### config.mk
export PLATFORM = sky130hd
export DESIGN_NAME = ig_cfg
export DESIGN_NICKNAME = d
export VERILOG_FILES = /design/src/rtl/ig_pkg.sv /design/src/rtl/ig_cfg.sv
export SDC_FILE = /design/constraint.sdc
export NUM_CORES = 1
export LEC_CHECK = 0
export BUFFER_PORTS_ARGS = -buffer_cell sky130_fd_sc_hd__buf_4
export CAP_MARGIN = 30
export CORE_MARGIN = 10
export CORE_UTILIZATION = 33
export CTS_CLUSTER_DIAMETER = 150
export DETAILED_ROUTE_END_ITERATION = 8
export PLACE_DENSITY = 0.77
export SLEW_MARGIN = 15
export SYNTH_ARGS = -nofsm -noshare
export SYNTH_HDL_FRONTEND = slang
export SYNTH_SLANG_ARGS = --single-unit
### constraint.sdc
create_clock -name clk -period 0.84 [get_ports clk]
set_input_delay 0.21 -clock clk [delete_from_list [all_inputs] [get_ports clk]]
set_output_delay 0.21 -clock clk [all_outputs]
set_load 0.05 [all_outputs]
### src/rtl/ig_pkg.sv
package ig_pkg;

    localparam int unsigned DIV_STAGES = 64;
    localparam int unsigned GAMMA_W = 18;
    localparam logic [GAMMA_W-1:0] GAMMA_RESET = 18'd109227;
    localparam logic [18:0] ONE_Q16 = 19'd65536;

    localparam logic [1:0] ST_OK  = 2'd0;
    localparam logic [1:0] ST_SAT = 2'd1;
    localparam logic [1:0] ST_BAD = 2'd2;

    localparam logic [63:0] KIN_CLAMP = 64'd8589934592;
    localparam logic [63:0] POS_LIMIT = 64'd2147483647;
    localparam logic [63:0] NEG_LIMIT = 64'd2147483648;

    localparam int unsigned LANE_KIN = 3;

    typedef struct packed {
        logic [31:0] rem;
        logic [63:0] dq;
    } ig_lane_t;

    typedef struct packed {
        ig_lane_t [3:0]     lane;
        logic [30:0]        dens;
        logic [2:0]         neg;
        logic signed [31:0] etot;
        logic               bad;
    } ig_div_t;

    function automatic logic signed [31:0] sat36(input logic signed [35:0] v);
        if (v > 36'sd2147483647)
        begin
            return 32'sh7fffffff;
        end
        else if (v < -36'sd2147483648)
        begin
            return 32'sh80000000;
        end
        return v[31:0];
    endfunction

    function automatic logic over36(input logic signed [35:0] v);
        return (v > 36'sd2147483647) || (v < -36'sd2147483648);
    endfunction

endpackage

### src/rtl/ig_cfg.sv
module ig_cfg
    import ig_pkg::*;
(
    input  logic               clk,
    input  logic               rst_n,
    input  logic               psel,
    input  logic               penable,
    input  logic               pwrite,
    input  logic [2:0]         paddr,
    input  logic [31:0]        pwdata,
    output logic [31:0]        prdata,
    output logic               pready,
    output logic [GAMMA_W-1:0] gamma
);
    logic [GAMMA_W-1:0] gamma_reg;
    logic [GAMMA_W-1:0] gamma_next;

    assign pready = 1'b1;
    assign gamma  = gamma_reg;

    always_comb
    begin
        gamma_next = gamma_reg;
        if (psel && penable && pwrite && !paddr[2])
        begin
            gamma_next = pwdata[GAMMA_W-1:0];
        end
    end

    always_comb
    begin
        prdata = '0;
        if (!paddr[2])
        begin
            prdata = {{(32-GAMMA_W){1'b0}}, gamma_reg};
        end
    end

    always_ff @(posedge clk or negedge rst_n)
    begin
        if (!rst_n)
        begin
            gamma_reg <= GAMMA_RESET;
        end
        else
        begin
            gamma_reg <= gamma_next;
        end
    end
endmodule

==> flow_metrics.tcl <==
set metrics [dict create \
    maxCapViolCount 0 \
    ys_ff_latch 18 \
    htreeDepth 1 \
    total_die_area_um2 5570 \
    area.sequential_um2 473 \
    final_period_minus_worst_setup_slack_ns 1.39 \
    criticalPathCategory "register to output pin" \
    post-dp-hpwl_mm 2.55 \
    clk_pin_slew_worst_paths_ns 0.10 \
    postRouteAntennaNets 0 \
    achievable-frequency_mhz 718 \
    num-fill-cells 174 \
    synth_area_leaders "sky130_fd_sc_hd__dfstp_2 27%, sky130_fd_sc_hd__dfrtp_1 20%, sky130_fd_sc_hd__mux2_4 15%, sky130_fd_sc_hd__buf_4 11%, sky130_fd_sc_hd__mux2_2 9.1%" \
    yosys.area.top_type "sky130_fd_sc_hd__dfstp_2" \
    crit_path_start_kind "register" \
    hold_path_cells 2 \
    num_vias 850 \
    synth_cell_types 11 \
    timing.critical_path.fanout_max 2 \
    post_synth_most_frequent_cells "15 x sky130_fd_sc_hd__buf_4, 10 x sky130_fd_sc_hd__dfstp_2, 10 x sky130_fd_sc_hd__mux2_4, 10 x sky130_fd_sc_hd__nor2b_1" \
    clk_latency_ns 0.29 \
    drt-wirelength-per-cell_um 19.3 \
    grt_pass1_vias 974 \
    pre_cts_slack_ns -0.314 \
    root_buffer "sky130_fd_sc_hd__clkbuf_4" \
    boundaryPins 91 \
    core_area_um2 2810 \
    finalClockSkew_ns 0 \
    worstReg2RegEnd "gamma[1]" \
    final_cells 195 \
    post_synthesis_cell_count 74 \
    power.leakage_uw 0.00111 \
    tritoncts "built" \
    power_uw 5410 \
    worst_ep_required_time_ns 0.63 \
    ff2ff_path_depth 4 \
    maximum_number_of_pins_on_one_net_before_global_route_repair 19 \
    io_buffer_count 59 \
    cts.sinks 18 \
    multiInputGateArea_um2 568 \
    number_of_optimization_iterations_in_the_first_detailed_route_pass 5 \
    final.period_utilization 1.66 \
    hold_path_end "gamma[12]" \
    timing.final.max_slew_violations 0 \
    finalWirelength_mm 3.76 \
    postSynthAreaPerCell_um2 13.3 \
    postSynth.asyncResetShare 1.00 \
    timing.final.ws_setup_ns -0.553 \
    overflow 0 \
    hp-class "input pin to register" \
    final_net_count 205 \
    largest_reg_flops 18 \
    grtUsageTotal 0.127 \
    max-vdd-ir-drop_v 0.00135 \
    grt_pass1_wl_mm 5.18 \
    ys.warnings.count 0 \
    synthesis.area_um2 985 \
    placedCellCount 173 \
    numCtsBuffers 3 \
    critical_register_to_register_path_startpoint "gamma[1]" \
    p_per_area_nw_per_um2 2510 \
    run_status "finished with violations" \
    cts-root-to-sink-buffers 2 \
    row_cnt 19 \
    synth_top_area_frac 0.267 \
    synthToLayoutAreaGrowth_pct 118 \
    worst-r2r-setup-slack_ns -0.20 \
    insertedDiodeCount 0 \
    synth-edff-count 0 \
    hold_path_startpoint "pwdata[12]" \
    grt_antenna_before_repair 0 \
    seq_area_frac_synth 0.470 \
    floorplan.die.height_um 74.6 \
    synthFlopType "sky130_fd_sc_hd__dfstp_2" \
    setup_viol 51 \
    crit_arrival_ns 1.18 \
    drive_gt1_frac 0.902 \
    violations "setup timing" \
    start_util 0.351 \
    drt_iter0_markers 33 \
    via_per_inst 4.36 \
    die_width_um 74.6 \
    yosysMostFrequentCell "sky130_fd_sc_hd__buf_4" \
    unrepaired_setup_endpoints_after_global_routing "yes" \
    drc 0 \
    gp_congestion 0.741 \
    timing_hold_violations_final 0 \
    endpoint_kind "output pin" \
]
worst max-delay path by stage:
stage / start / endpoint / slack (ns) / depth (start not counted)
after global routing: gamma[13] / prdata[13] / -0.59 / 2
after global placement: paddr[2] / gamma[10] / -0.30 / 4
after detailed placement: paddr[2] / gamma[6] / -0.31 / 4
after floorplan: gamma[11] / prdata[11] / -0.43 / 1
final: gamma[1] / prdata[1] / -0.55 / 2
after CTS: gamma[7] / prdata[7] / -0.53 / 2
where the power goes:
part / leakage [uW] / switching (uW) / internal, uW / total, uW
Combinational: 0.000896 / 1810 / 1730 / 3540
Sequential: 0.000192 / 184 / 1160 / 1340
Clock: 0.0000210 / 260 / 264 / 524
placed cells by master, fill, tap and decap left out, drive strengths merged:
cell type,instances
nor2b,10
dfstp,10
dfrtp,8
buf,88
and2b,8
mux2,18
dlygate4sd3,1
clkbuf,5
nand4b,1
conb,15
worst max-delay path: stages, from the launching register on:
cell	delay, ns
sky130_fd_sc_hd__dfstp_2	0.57
sky130_fd_sc_hd__and2b_4	0.17
sky130_fd_sc_hd__buf_8	0.14
per-layer routing:
| metal | wire length (um) | GRT usage | up-vias |
|---|---|---|---|
| met2 | 2240 | 0.251 | 42 |
| met5 | 0 | 0 | - |
| met4 | 74 | 0.0504 | 0 |
| met1 | 1220 | 0.114 | 411 |
| met3 | 226 | 0.0434 | 6 |
| li1 | - | - | 391 |
through the flow:
| stage | setup TNS, ns | cell area, um^2 | hold slack [ns] | utilization |
|---|---|---|---|---|
| global route | -18.27 | 2150 | 0.124 | 0.767 |
| floorplan | -9.36 | 1170 | -0.0856 | - |
| finish | -16.57 | 2150 | 0.139 | 0.767 |
| CTS | -16.08 | 2000 | 0.124 | 0.715 |
| global placement | -10.48 | 1660 | 0.0844 | 0.591 |
| detailed placement | -10.90 | 1660 | 0.0873 | 0.591 |
area by class of cell:
cell class,count,share of cell area
Sequential cell,18,0.220
Clock buffer,4,0.0169
Timing Repair Buffer,90,0.481
Tap cell,31,0.0180
Multi-Input combinational cell,52,0.264
cell families (layout without fill, tap and decap cells):
group                  Yosys count  in the layout  synth area share
muxes                           18             18             0.244
DFF                             18             18             0.470
and+or+nand+nor                 19             19             0.149
buffers and inverters           17             94             0.130
other                            2             15           0.00763
repair_timing:
item	in CTS	in global routing
endpoints found under the setup margin	40	49
endpoints found under the hold margin	18	0
buffers inserted	9	8
gates cloned	0	1
gates resized for setup	62	19
hold buffers	1	0
Power figures use the tool's default switching activity.
