<file path="src/rtl/ig_pkg.sv">
package ig_pkg;

    localparam int unsigned DIV_STAGES = 64;
    localparam int unsigned GAMMA_W = 18;
    localparam logic [GAMMA_W-1:0] GAMMA_RESET = 18'd109227;
    localparam logic [18:0] ONE_Q16 = 19'd65536;

    localparam logic [1:0] ST_OK  = 2'd0;
    localparam logic [1:0] ST_SAT = 2'd1;
    localparam logic [1:0] ST_BAD = 2'd2;

    localparam logic [63:0] KIN_CLAMP = 64'd8589934592;
    localparam logic [63:0] POS_LIMIT = 64'd2147483647;
    localparam logic [63:0] NEG_LIMIT = 64'd2147483648;

    localparam int unsigned LANE_KIN = 3;

    typedef struct packed {
        logic [31:0] rem;
        logic [63:0] dq;
    } ig_lane_t;

    typedef struct packed {
        ig_lane_t [3:0]     lane;
        logic [30:0]        dens;
        logic [2:0]         neg;
        logic signed [31:0] etot;
        logic               bad;
    } ig_div_t;

    function automatic logic signed [31:0] sat36(input logic signed [35:0] v);
        if (v > 36'sd2147483647)
        begin
            return 32'sh7fffffff;
        end
        else if (v < -36'sd2147483648)
        begin
            return 32'sh80000000;
        end
        return v[31:0];
    endfunction

    function automatic logic over36(input logic signed [35:0] v);
        return (v > 36'sd2147483647) || (v < -36'sd2147483648);
    endfunction

endpackage

</file>
<file path="src/rtl/ig_div_stage.sv">
module ig_div_stage
    import ig_pkg::*;
(
    input  logic    clk,
    input  logic    rst_n,
    input  logic    in_valid,
    output logic    in_ready,
    input  ig_div_t in_data,
    output logic    out_valid,
    input  logic    out_ready,
    output ig_div_t out_data
);
    logic    valid_reg;
    ig_div_t data_reg;
    ig_div_t data_next;
    logic [32:0] dvs [4];
    logic [32:0] sh [4];

    assign in_ready  = !valid_reg || out_ready;
    assign out_valid = valid_reg;
    assign out_data  = data_reg;

    always_comb
    begin
        data_next = in_data;
        for (int i = 0; i < 4; i++)
        begin
            dvs[i] = (i == LANE_KIN) ? {1'b0, in_data.dens, 1'b0} : {2'b00, in_data.dens};
            sh[i]  = {in_data.lane[i].rem, in_data.lane[i].dq[63]};
            if (sh[i] >= dvs[i])
            begin
                data_next.lane[i].rem = 32'(sh[i] - dvs[i]);
                data_next.lane[i].dq  = {in_data.lane[i].dq[62:0], 1'b1};
            end
            else
            begin
                data_next.lane[i].rem = sh[i][31:0];
                data_next.lane[i].dq  = {in_data.lane[i].dq[62:0], 1'b0};
            end
        end
    end

    always_ff @(posedge clk or negedge rst_n)
    begin
        if (!rst_n)
        begin
            valid_reg <= 1'b0;
        end
        else if (in_ready)
        begin
            valid_reg <= in_valid;
        end
    end

    always_ff @(posedge clk)
    begin
        if (in_valid && in_ready)
        begin
            data_reg <= data_next;
        end
    end
endmodule

</file>
<file path="config.mk">
export PLATFORM = sky130hd
export DESIGN_NAME = ig_div_stage
export DESIGN_NICKNAME = d
export VERILOG_FILES = /design/src/rtl/ig_pkg.sv /design/src/rtl/ig_div_stage.sv
export SDC_FILE = /design/constraint.sdc
export NUM_CORES = 1
export LEC_CHECK = 0
export BUFFER_PORTS_ARGS = -buffer_cell sky130_fd_sc_hd__buf_4
export CORE_AREA = 2 2 351 353
export DETAILED_ROUTE_END_ITERATION = 6
export DIE_AREA = 0 0 353 355
export GPL_ROUTABILITY_DRIVEN = 1
export GPL_TIMING_DRIVEN = 0
export PLACE_DENSITY_LB_ADDON = 0.12
export SLEW_MARGIN = 10
export SYNTH_ARGS = -nofsm -noshare
export SYNTH_HDL_FRONTEND = slang
export SYNTH_SLANG_ARGS = --single-unit
</file>
<file path="constraint.sdc">
create_clock -name clk -period 16.5 [get_ports clk]
set_input_delay 4.95 -clock clk [delete_from_list [all_inputs] [get_ports clk]]
set_output_delay 4.95 -clock clk [all_outputs]
set_load 0.01 [all_outputs]
</file>
==> summary.txt <==
WS Path Type = input port to output port
# Post-CTS Setup Buffers = 0
Setup Skew = 0.0358 ns
fmax = 96.1 MHz
DPL Wire Length = 93.4 mm
outcome = finished, final reports clean
width of the die = 353 microns
Synth-to-Final Area Change = 51.1%
critical path's slowest cell = nand2b_1
Area contributors post-synth = edfxtp_1, ha_1, o21ai_0, nand2_1, a21oi_1
initial antenna violation count = 34
Post-Route WL = 114 mm
Final ANT Viol Nets = 0
gpl congestion = 0.924
initial core utilization = 17.8%
worst-case vdd ir drop = 0.0820 mV
vias per cell = 4.17
GRT Overall Usage = 17.4%
CTS tree = done
Mapped Avg Cell Area = 12.9 sq um
min Tclk post-route = 10.40 ns
crit-path cells = buf_4, nand2b_1, buf_4
CP max FO = 3
Cells after Synth = 1674
crit path DAT = 5.45 ns
Worst-Margin Slew = 0.963 ns
crit path capture type = output port
Core Area = 121000 sq um
warnings from Yosys = 0
# hold bufs at CTS = 0
Post-synth EDFFs = 451
Sink Count = 452
Final period util = 63.0%
Critical Path RT = 11.55 ns
pins over their slew limit = 0
RSZ-0062 raised after global routing = false
cts bufs inserted = 60
final routed DRC violation total = 0
Startpoint Class = input port
Slew HR = 34.9%
TNS Setup = 0 ns
Async SR Flop Fraction = 0.221%
Vias = 18071
fraction of layout cells with a size suffix above 1 = 39.8%
RR Startpoint = out_valid
final hold slack = 0.633 ns
largest area contributor in the netlist = edfxtp_1
total grt overflow = 0
DRT iter0 DRCs = 1166
Critical Path Source = out_ready
leak pwr = 13.4 nW
Clk Latency, worst-skew pair = 0.67 ns
first-pass GRT wire length = 153 mm
CTS HTree Levels = 2
Synth Flop Type = edfxtp_1
clk root buf = clkbuf_16
Routed WL per cell = 26.2 microns
CP peak stage delay = 0.21 ns
Crit path top cell by count = buf_4
Mapped Nets = 2257
IO buf count = 907
post_cts resized = 0
die height = 355 microns
Netlist cell types = 71
drt pass-1 iters = 5
Clk pin slew, worst setup/hold paths = 0.06 ns
P per Cell Area = 104 nW/um^2
final hold vios = 0
Max clock buf depth = 3
worst hold path type = flop to flop
vias in the first global route = 18549
die area = 125000 sq um
FF+latch count, synth = 452
Cell Area, Synth = 21700 sq um
startpoint of the worst hold path = out_valid
largest net degree at the start of global routing = 62
Synth top area share = 62.5%
# IOs = 908
Max Cap Violations = 0
final setup fails = 0
row cnt = 128
post-synthesis sequential area ratio = 62.6%
NumNets Final = 3235
-- flip-flops by register name, indices dropped and copies added, names as in the netlist --
signal and flops:
out_valid 1, out_data 451
-- power breakdown --
part,switching (mW),internal [mW]
clock,0.555,0.755
sequential,0.0257,1.38
combinational,0.390,0.312
total,0.971,2.44
-- area by class of cell --
| type | count | area [sq um] |
|---|---|---|
| Fill cell | 12844 | 88700 |
| Sequential cell | 452 | 13600 |
| Multi-Input combinational cell | 1117 | 7690 |
| Timing Repair Buffer | 916 | 7060 |
| Tap cell | 1625 | 2030 |
| Clock buffer | 79 | 1620 |
| Clock inverter | 35 | 333 |
| Inverter | 67 | 251 |
| Buffer | 38 | 156 |
| Antenna cell | 6 | 15.0 |
-- layout by cell type, fill, tap and decap left out, types with 6 or more instances in the layout --
cell / n
a21o_1: 66
ha_1: 124
edfxtp_1: 451
mux2_2: 38
nor3_1: 22
a21boi_0: 7
nor2_1: 76
nand4_1: 20
nor2b_1: 15
diode_2: 6
nand2b_1: 16
o211ai_1: 6
buf_2: 11
a21oi_1: 106
nand2_1: 168
or3_1: 7
o21a_1: 13
buf_16: 9
o31ai_1: 12
buf_4: 907
clkbuf_1: 41
a211oi_1: 18
nor4_1: 8
clkbuf_16: 60
o21bai_1: 11
o31a_1: 7
xor2_1: 41
and3_1: 10
and2_1: 6
clkinv_2: 10
a31oi_1: 11
inv_1: 67
clkinv_1: 12
o21ai_0: 148
nand3_1: 21
xnor2_1: 60
-- cells in the mapped netlist, types with 16 or more instances --
cell type / n
nand4_1: 20
nand3_1: 21
nor2_1: 76
a211oi_1: 18
nor3_1: 22
nand2_1: 168
o21ai_0: 148
xor2_1: 41
inv_1: 67
nand2b_1: 16
a21o_1: 66
edfxtp_1: 451
xnor2_1: 60
ha_1: 124
clkbuf_1: 27
mux2_2: 38
a21oi_1: 106
-- cell families after synthesis --
logic type	share of synthesized area (%)
adders and majority gates	7.53
muxes	2.21
buffers and inverters	1.88
AOI/OAI and AO/OA	13.4
DFF	62.6
xor gates and xnor gates	4.08
and+or+nand+nor	8.25
-- path summary, 6_finish.rpt --
path	endpoint	slack [ns]	cells past startpoint
worst min register to register	out_valid	0.63	2
max in group asynchronous	out_valid	12.33	1
worst max-delay path	in_ready	6.10	3
worst min-delay path	out_valid	0.63	2
min in group asynchronous	out_valid	4.06	1
worst max register to register	out_data[153]	14.19	5
-- critical path, delay by kind of cell --
kind	cells	cell delay [ns]
buffers and inverters	2	0.29
and+or+nand+nor	1	0.21
-- metrics by stage --
step	area, sq um	std cells	power (mW)	setup slack [ns]	util [%]
2_1_floorplan	21700	1674	1.79	0.249	-
3_3_place_gp	30500	4206	2.18	-5.82	25.1
3_5_place_dp	30800	4215	2.14	6.10	25.3
4_1_cts	32700	4329	3.49	6.10	27.0
5_1_grt	32700	4329	3.58	6.09	27.0
6_report	32700	4335	3.41	6.10	27.0
-- layer usage --
layer  up-vias  GRT usage (%)  part of all wire [%]
met5         -              0                  0.24
met4        44           3.72                   2.1
met3       149           6.39                   8.2
met2       666           31.3                    51
met1      8857           19.5                    38
li1       8355              -                     -
(Power assumes the default switching activity.)
