[src/rtl/ig_pkg.sv]
package ig_pkg;

    localparam int unsigned DIV_STAGES = 64;
    localparam int unsigned GAMMA_W = 18;
    localparam logic [GAMMA_W-1:0] GAMMA_RESET = 18'd109227;
    localparam logic [18:0] ONE_Q16 = 19'd65536;

    localparam logic [1:0] ST_OK  = 2'd0;
    localparam logic [1:0] ST_SAT = 2'd1;
    localparam logic [1:0] ST_BAD = 2'd2;

    localparam logic [63:0] KIN_CLAMP = 64'd8589934592;
    localparam logic [63:0] POS_LIMIT = 64'd2147483647;
    localparam logic [63:0] NEG_LIMIT = 64'd2147483648;

    localparam int unsigned LANE_KIN = 3;

    typedef struct packed {
        logic [31:0] rem;
        logic [63:0] dq;
    } ig_lane_t;

    typedef struct packed {
        ig_lane_t [3:0]     lane;
        logic [30:0]        dens;
        logic [2:0]         neg;
        logic signed [31:0] etot;
        logic               bad;
    } ig_div_t;

    function automatic logic signed [31:0] sat36(input logic signed [35:0] v);
        if (v > 36'sd2147483647)
        begin
            return 32'sh7fffffff;
        end
        else if (v < -36'sd2147483648)
        begin
            return 32'sh80000000;
        end
        return v[31:0];
    endfunction

    function automatic logic over36(input logic signed [35:0] v);
        return (v > 36'sd2147483647) || (v < -36'sd2147483648);
    endfunction

endpackage

[src/rtl/ig_prim_if.sv]
interface ig_prim_if;
    logic               valid;
    logic               ready;
    logic signed [31:0] pressure;
    logic signed [31:0] velocity_x;
    logic signed [31:0] velocity_y;
    logic signed [31:0] velocity_z;
    logic signed [31:0] internal_energy;
    logic [1:0]         status;

    modport source (output valid, output pressure, output velocity_x, output velocity_y,
                    output velocity_z, output internal_energy, output status, input ready);
    modport sink (input valid, input pressure, input velocity_x, input velocity_y,
                  input velocity_z, input internal_energy, input status, output ready);
endinterface

[src/rtl/ig_post.sv]
module ig_post
    import ig_pkg::*;
(
    input  logic               clk,
    input  logic               rst_n,
    input  logic               in_valid,
    output logic               in_ready,
    input  ig_div_t            in_data,
    input  logic [GAMMA_W-1:0] gamma,
    ig_prim_if.source          prim
);
    logic               c_valid_reg;
    logic signed [31:0] c_vel_reg [3];
    logic signed [31:0] c_eint_reg;
    logic               c_sat_reg;
    logic               c_bad_reg;
    logic               d_valid_reg;
    logic signed [50:0] d_prod_reg;
    logic signed [31:0] d_vel_reg [3];
    logic signed [31:0] d_eint_reg;
    logic               d_sat_reg;
    logic               d_bad_reg;
    logic               e_valid_reg;
    logic signed [31:0] e_press_reg;
    logic signed [31:0] e_vel_reg [3];
    logic signed [31:0] e_eint_reg;
    logic [1:0]         e_status_reg;
    logic               c_ready;
    logic               d_ready;
    logic               e_ready;
    logic signed [31:0] vel [3];
    logic [2:0]         vel_sat;
    logic [33:0]        kin;
    logic signed [35:0] ediff;
    logic signed [18:0] gm1;
    logic signed [35:0] pshift;
    logic               press_sat;

    assign e_ready  = !e_valid_reg || prim.ready;
    assign d_ready  = !d_valid_reg || e_ready;
    assign c_ready  = !c_valid_reg || d_ready;
    assign in_ready = c_ready;

    always_comb
    begin
        for (int i = 0; i < 3; i++)
        begin
            vel_sat[i] = 1'b0;
            vel[i]     = 32'(-in_data.lane[i].dq);
            if (in_data.neg[i])
            begin
                if (in_data.lane[i].dq > NEG_LIMIT)
                begin
                    vel[i]     = 32'sh80000000;
                    vel_sat[i] = 1'b1;
                end
            end
            else if (in_data.lane[i].dq > POS_LIMIT)
            begin
                vel[i]     = 32'sh7fffffff;
                vel_sat[i] = 1'b1;
            end
            else
            begin
                vel[i] = in_data.lane[i].dq[31:0];
            end
        end
        kin = (in_data.lane[LANE_KIN].dq > KIN_CLAMP) ? KIN_CLAMP[33:0]
                                                      : in_data.lane[LANE_KIN].dq[33:0];
        ediff = {{4{in_data.etot[31]}}, in_data.etot} - {2'b00, kin};
    end

    assign gm1       = $signed({1'b0, gamma} - ONE_Q16);
    assign pshift    = {d_prod_reg[50], d_prod_reg[50:16]};
    assign press_sat = over36(pshift);

    always_ff @(posedge clk or negedge rst_n)
    begin
        if (!rst_n)
        begin
            c_valid_reg <= 1'b0;
            d_valid_reg <= 1'b0;
            e_valid_reg <= 1'b0;
        end
        else
        begin
            if (c_ready)
            begin
                c_valid_reg <= in_valid;
            end
            if (d_ready)
            begin
                d_valid_reg <= c_valid_reg;
            end
            if (e_ready)
            begin
                e_valid_reg <= d_valid_reg;
            end
        end
    end

    always_ff @(posedge clk)
    begin
        if (in_valid && c_ready)
        begin
            c_vel_reg  <= vel;
            c_eint_reg <= sat36(ediff);
            c_sat_reg  <= (|vel_sat) || over36(ediff);
            c_bad_reg  <= in_data.bad;
        end
        if (c_valid_reg && d_ready)
        begin
            d_prod_reg <= $signed({{19{c_eint_reg[31]}}, c_eint_reg})
                        * $signed({{32{gm1[18]}}, gm1});
            d_vel_reg  <= c_vel_reg;
            d_eint_reg <= c_eint_reg;
            d_sat_reg  <= c_sat_reg;
            d_bad_reg  <= c_bad_reg;
        end
        if (d_valid_reg && e_ready)
        begin
            if (d_bad_reg)
            begin
                e_press_reg  <= '0;
                e_vel_reg    <= '{default: '0};
                e_eint_reg   <= '0;
                e_status_reg <= ST_BAD;
            end
            else
            begin
                e_press_reg  <= sat36(pshift);
                e_vel_reg    <= d_vel_reg;
                e_eint_reg   <= d_eint_reg;
                e_status_reg <= (d_sat_reg || press_sat) ? ST_SAT : ST_OK;
            end
        end
    end

    assign prim.valid           = e_valid_reg;
    assign prim.pressure        = e_press_reg;
    assign prim.velocity_x      = e_vel_reg[0];
    assign prim.velocity_y      = e_vel_reg[1];
    assign prim.velocity_z      = e_vel_reg[2];
    assign prim.internal_energy = e_eint_reg;
    assign prim.status          = e_status_reg;
endmodule

[src/flat_wrapper.sv]
// flat-port wrapper written by rule: the top's interface ports become plain ports
module ig_post_flat import ig_pkg::*;
  (clk, rst_n, in_valid, in_ready, in_data, gamma, prim_valid, prim_pressure, prim_velocity_x, prim_velocity_y, prim_velocity_z, prim_internal_energy, prim_status, prim_ready);
  ig_prim_if prim_i ();
  input  logic clk;
  input  logic rst_n;
  input  logic in_valid;
  output logic in_ready;
  input  ig_div_t in_data;
  input  logic [GAMMA_W-1:0] gamma;
  output wire logic [$bits(prim_i.valid)-1:0] prim_valid;
  output wire logic [$bits(prim_i.pressure)-1:0] prim_pressure;
  output wire logic [$bits(prim_i.velocity_x)-1:0] prim_velocity_x;
  output wire logic [$bits(prim_i.velocity_y)-1:0] prim_velocity_y;
  output wire logic [$bits(prim_i.velocity_z)-1:0] prim_velocity_z;
  output wire logic [$bits(prim_i.internal_energy)-1:0] prim_internal_energy;
  output wire logic [$bits(prim_i.status)-1:0] prim_status;
  input wire logic [$bits(prim_i.ready)-1:0] prim_ready;
  assign prim_valid = prim_i.valid;
  assign prim_pressure = prim_i.pressure;
  assign prim_velocity_x = prim_i.velocity_x;
  assign prim_velocity_y = prim_i.velocity_y;
  assign prim_velocity_z = prim_i.velocity_z;
  assign prim_internal_energy = prim_i.internal_energy;
  assign prim_status = prim_i.status;
  assign prim_i.ready = prim_ready;
  ig_post u_core (.clk(clk), .rst_n(rst_n), .in_valid(in_valid), .in_ready(in_ready), .in_data(in_data), .gamma(gamma), .prim(prim_i));
endmodule
[config.mk]
export PLATFORM = sky130hd
export DESIGN_NAME = ig_post_flat
export DESIGN_NICKNAME = d
export VERILOG_FILES = /design/src/rtl/ig_pkg.sv /design/src/rtl/ig_prim_if.sv /design/src/rtl/ig_post.sv /design/src/flat_wrapper.sv
export SDC_FILE = /design/constraint.sdc
export NUM_CORES = 2
export LEC_CHECK = 0
export ABC_AREA = 0
export BUFFER_PORTS_ARGS = -buffer_cell sky130_fd_sc_hd__buf_2
export CORE_UTILIZATION = 50
export DETAILED_ROUTE_END_ITERATION = 6
export GPL_TIMING_DRIVEN = 0
export PLACE_DENSITY = 0.72
export SLEW_MARGIN = 20
export SYNTH_ARGS = -nofsm -noshare
export SYNTH_HDL_FRONTEND = slang
export SYNTH_SLANG_ARGS = --single-unit
[constraint.sdc]
create_clock -name clk -period 15.05 [get_ports clk]
set_input_delay 1.505 -clock clk [delete_from_list [all_inputs] [get_ports clk]]
set_output_delay 1.505 -clock clk [all_outputs]
set_load 0.03 [all_outputs]
==> results.txt <==
Die Area: 82,700 um2
Final ANT Viol Nets: 0
Total GRT Usage: 31.1%
max-slew violations: 0
Synth cell types: 75
GR Overflow Total: 0
simple-gate area share of the yosys netlist: 15.6%
Post-Syn Area: 40,800 um2
drt initial violations: 2,589
CP Data Required Time: 15.41 ns
Avg Vias per Cell: 5.52
CP startpoint: gamma[16]
HP Start: u_core.c_vel_reg[54]
multiplexer share of the synthesized area: 0.101%
yosys warns: 0
first-pass GRT wire length: 190,000 um
Avg Synthesized Cell Area: 10.7 um2
post-CTS resize count: 0
R2R Path Start: u_core.c_eint_reg[7]
Setup crit start kind: input pin
clk buf depth: 3
DRC viols: 113
die height: 288 um
Slowest-stage cell, CP: fa_1
number of setup buffers added after CTS: 0
worst-margin pin slew: 1.06 ns
H-Tree Depth: 2
CP Capture Type: flip-flop
shortest period the worst path allows: 10.10 ns
Synth Instances: 3,807
Synth Register Bits: 460
Crit Path Category: input pin to flip-flop
setup violators final: 0
routed vias: 30,100
fraction of registers with async set/reset: 0.652%
slew margin rel.: 29.3%
I/O Buffers: 475
number of synthesized flops with an enable pin: 457
RSZ-0062 raised after global routing: false
Syn Nets: 5,042
clock sinks: 460
sequential share of the synthesized area: 33.8%
Worst path max stage delay: 0.72 ns
Starting Density: 50.5%
dpl hpwl: 101,000 um
fillcell total: 6,928
Compound-Gate Fraction of Synth Area: 6.98%
CTS Root Cell: clkbuf_16
die width: 288 um
maximum clock frequency: 99.0 MHz
final hold vios: 0
violated checks: design-rule violations
NumNets Final: 5,578
gpl congestion: 0.995
drt total wl: 125,000 um
Max Cap Viol: 0
CORE AREA: 80,700 um2
later-pin clock latency in the skew report: 0.63 ns
CP max FO: 10
drt wl/cell: 22.9 um
Ports: 637
CP most frequent cell: fa_1
CTS tree: built
crit path DAT: 10.46 ns
Row Count: 104
TritonCTS Buffers: 50
Final Skew: 0.0526 ns
CTS clock-pin slew for the worst setup and hold paths: 0.06 ns
period utilisation layout: 67.1%
CP delay by family, top: adder cells
result of the run: finished, violations left
post-synthesis adder-cell area fraction: 34.2%
Hold WC Path Type: flip-flop to flip-flop
main flop type after synthesis: edfxtp_1
largest family of logic cells by synthesized area: adder cells
setup TNS: 0 ns
fraction of layout cells with a size suffix above 1: 13.9%
Area growth, synth to finish: 14.2%
drt pass-1 iters: 7
vias in the first global route: 30,900
xor and xnor fraction of the mapped netlist area: 1.59%
initial antenna violation count: 37
CTS Hold Bufs: 0
CP Buf/Inv Count: 8
pin count of the biggest net entering global routing: 54
## stage by stage
step	hold WS, ns	instance area [um2]	setup WS, ns	util (%)	std cells
2_1_floorplan	0.400	40800	6.04	-	3807
3_3_place_gp	0.400	44500	3.37	55.1	5342
3_5_place_dp	0.405	44700	4.41	55.4	5351
4_1_cts	0.385	46500	5.04	57.7	5443
5_1_grt	0.413	46600	4.54	57.7	5458
6_report	0.381	46600	4.95	57.7	5460
## worst paths after layout
kind                                         end  slack [ns]  cells after the start
max                        u_core.d_prod_reg[50]        4.95                     28
min                         u_core.d_vel_reg[54]        0.38                      0
max reg2reg                u_core.d_prod_reg[50]        6.00                     27
min reg2reg                 u_core.d_vel_reg[54]        0.38                      0
max in group asynchronous     u_core.c_valid_reg       14.27                      1
min in group asynchronous      u_core.prim.valid        0.67                      1
## area by class of cell
| type | instances | area [um2] | share of cell area [%] |
|---|---|---|---|
| Timing Repair Buffer | 484 | 2590 | 5.56 |
| Antenna cell | 17 | 42.5 | 0.0913 |
| Sequential cell | 460 | 13800 | 29.6 |
| Buffer | 188 | 741 | 1.59 |
| Inverter | 634 | 2380 | 5.11 |
| Clock inverter | 32 | 522 | 1.12 |
| Tap cell | 1060 | 1330 | 2.85 |
| Multi-Input combinational cell | 2525 | 23900 | 51.3 |
| Clock buffer | 60 | 1290 | 2.77 |
## cells in the mapped netlist (24+ instances only)
cell        n  area, um2
inv_1     634       2380
fa_1      589      11800
nand2_1   486       1820
edfxtp_1  457      13700
and2_1    193       1210
nor2b_1   191       1190
clkbuf_1  176        661
ha_1      173       2160
a21oi_1   112        561
o21ai_0   105        526
nor2_1     97        364
nor3_1     56        280
nor4_1     51        319
xnor2_1    50        438
o311ai_0   46        403
nand2b_1   40        250
o21a_1     39        293
or3_1      34        213
nand3_1    28        140
a21o_1     25        188
nand4_1    24        150
o311ai_1   24        210
xor2_1     24        210
## kinds of logic after synthesis
group	after synthesis
simple gates	1253
buf+inv	822
fa+ha+maj	762
flops	460
compound gates	432
xor+xnor	74
mux	4
## metal layers
layer | wire length [um] | up-vias | global-route usage [%]
met2 | 54400 | 1419 | 46.8
met5 | 98 | - | 0
met4 | 5860 | 14 | 13.3
li1 | - | 13400 | -
met3 | 13000 | 280 | 8.33
met1 | 51400 | 15000 | 42.5
## placed cells by master, fill, tap and decap left out, drive strengths merged, types with 6 or more instances in the layout
| master | instances |
|---|---|
| nor2 | 98 |
| edfxtp | 457 |
| o21bai | 8 |
| diode | 17 |
| and2 | 193 |
| fa | 589 |
| clkinv | 14 |
| or4 | 8 |
| o41ai | 11 |
| a21o | 25 |
| or2 | 12 |
| or3 | 37 |
| inv | 637 |
| nand2b | 40 |
| o21ai | 106 |
| buf | 496 |
| nor2b | 191 |
| nand2 | 486 |
| a211oi | 6 |
| ha | 173 |
| nor3 | 57 |
| o311ai | 70 |
| clkbuf | 236 |
| nand4 | 24 |
| o21a | 39 |
| or3b | 9 |
| a21oi | 112 |
| bufinv | 11 |
| o211ai | 8 |
| xor2 | 24 |
| nor4 | 51 |
| xnor2 | 50 |
| nand3 | 28 |
| a31oi | 13 |
Power is not shown: default switching activity piles up to over one toggle a cycle in this logic, so the estimate is an artifact.
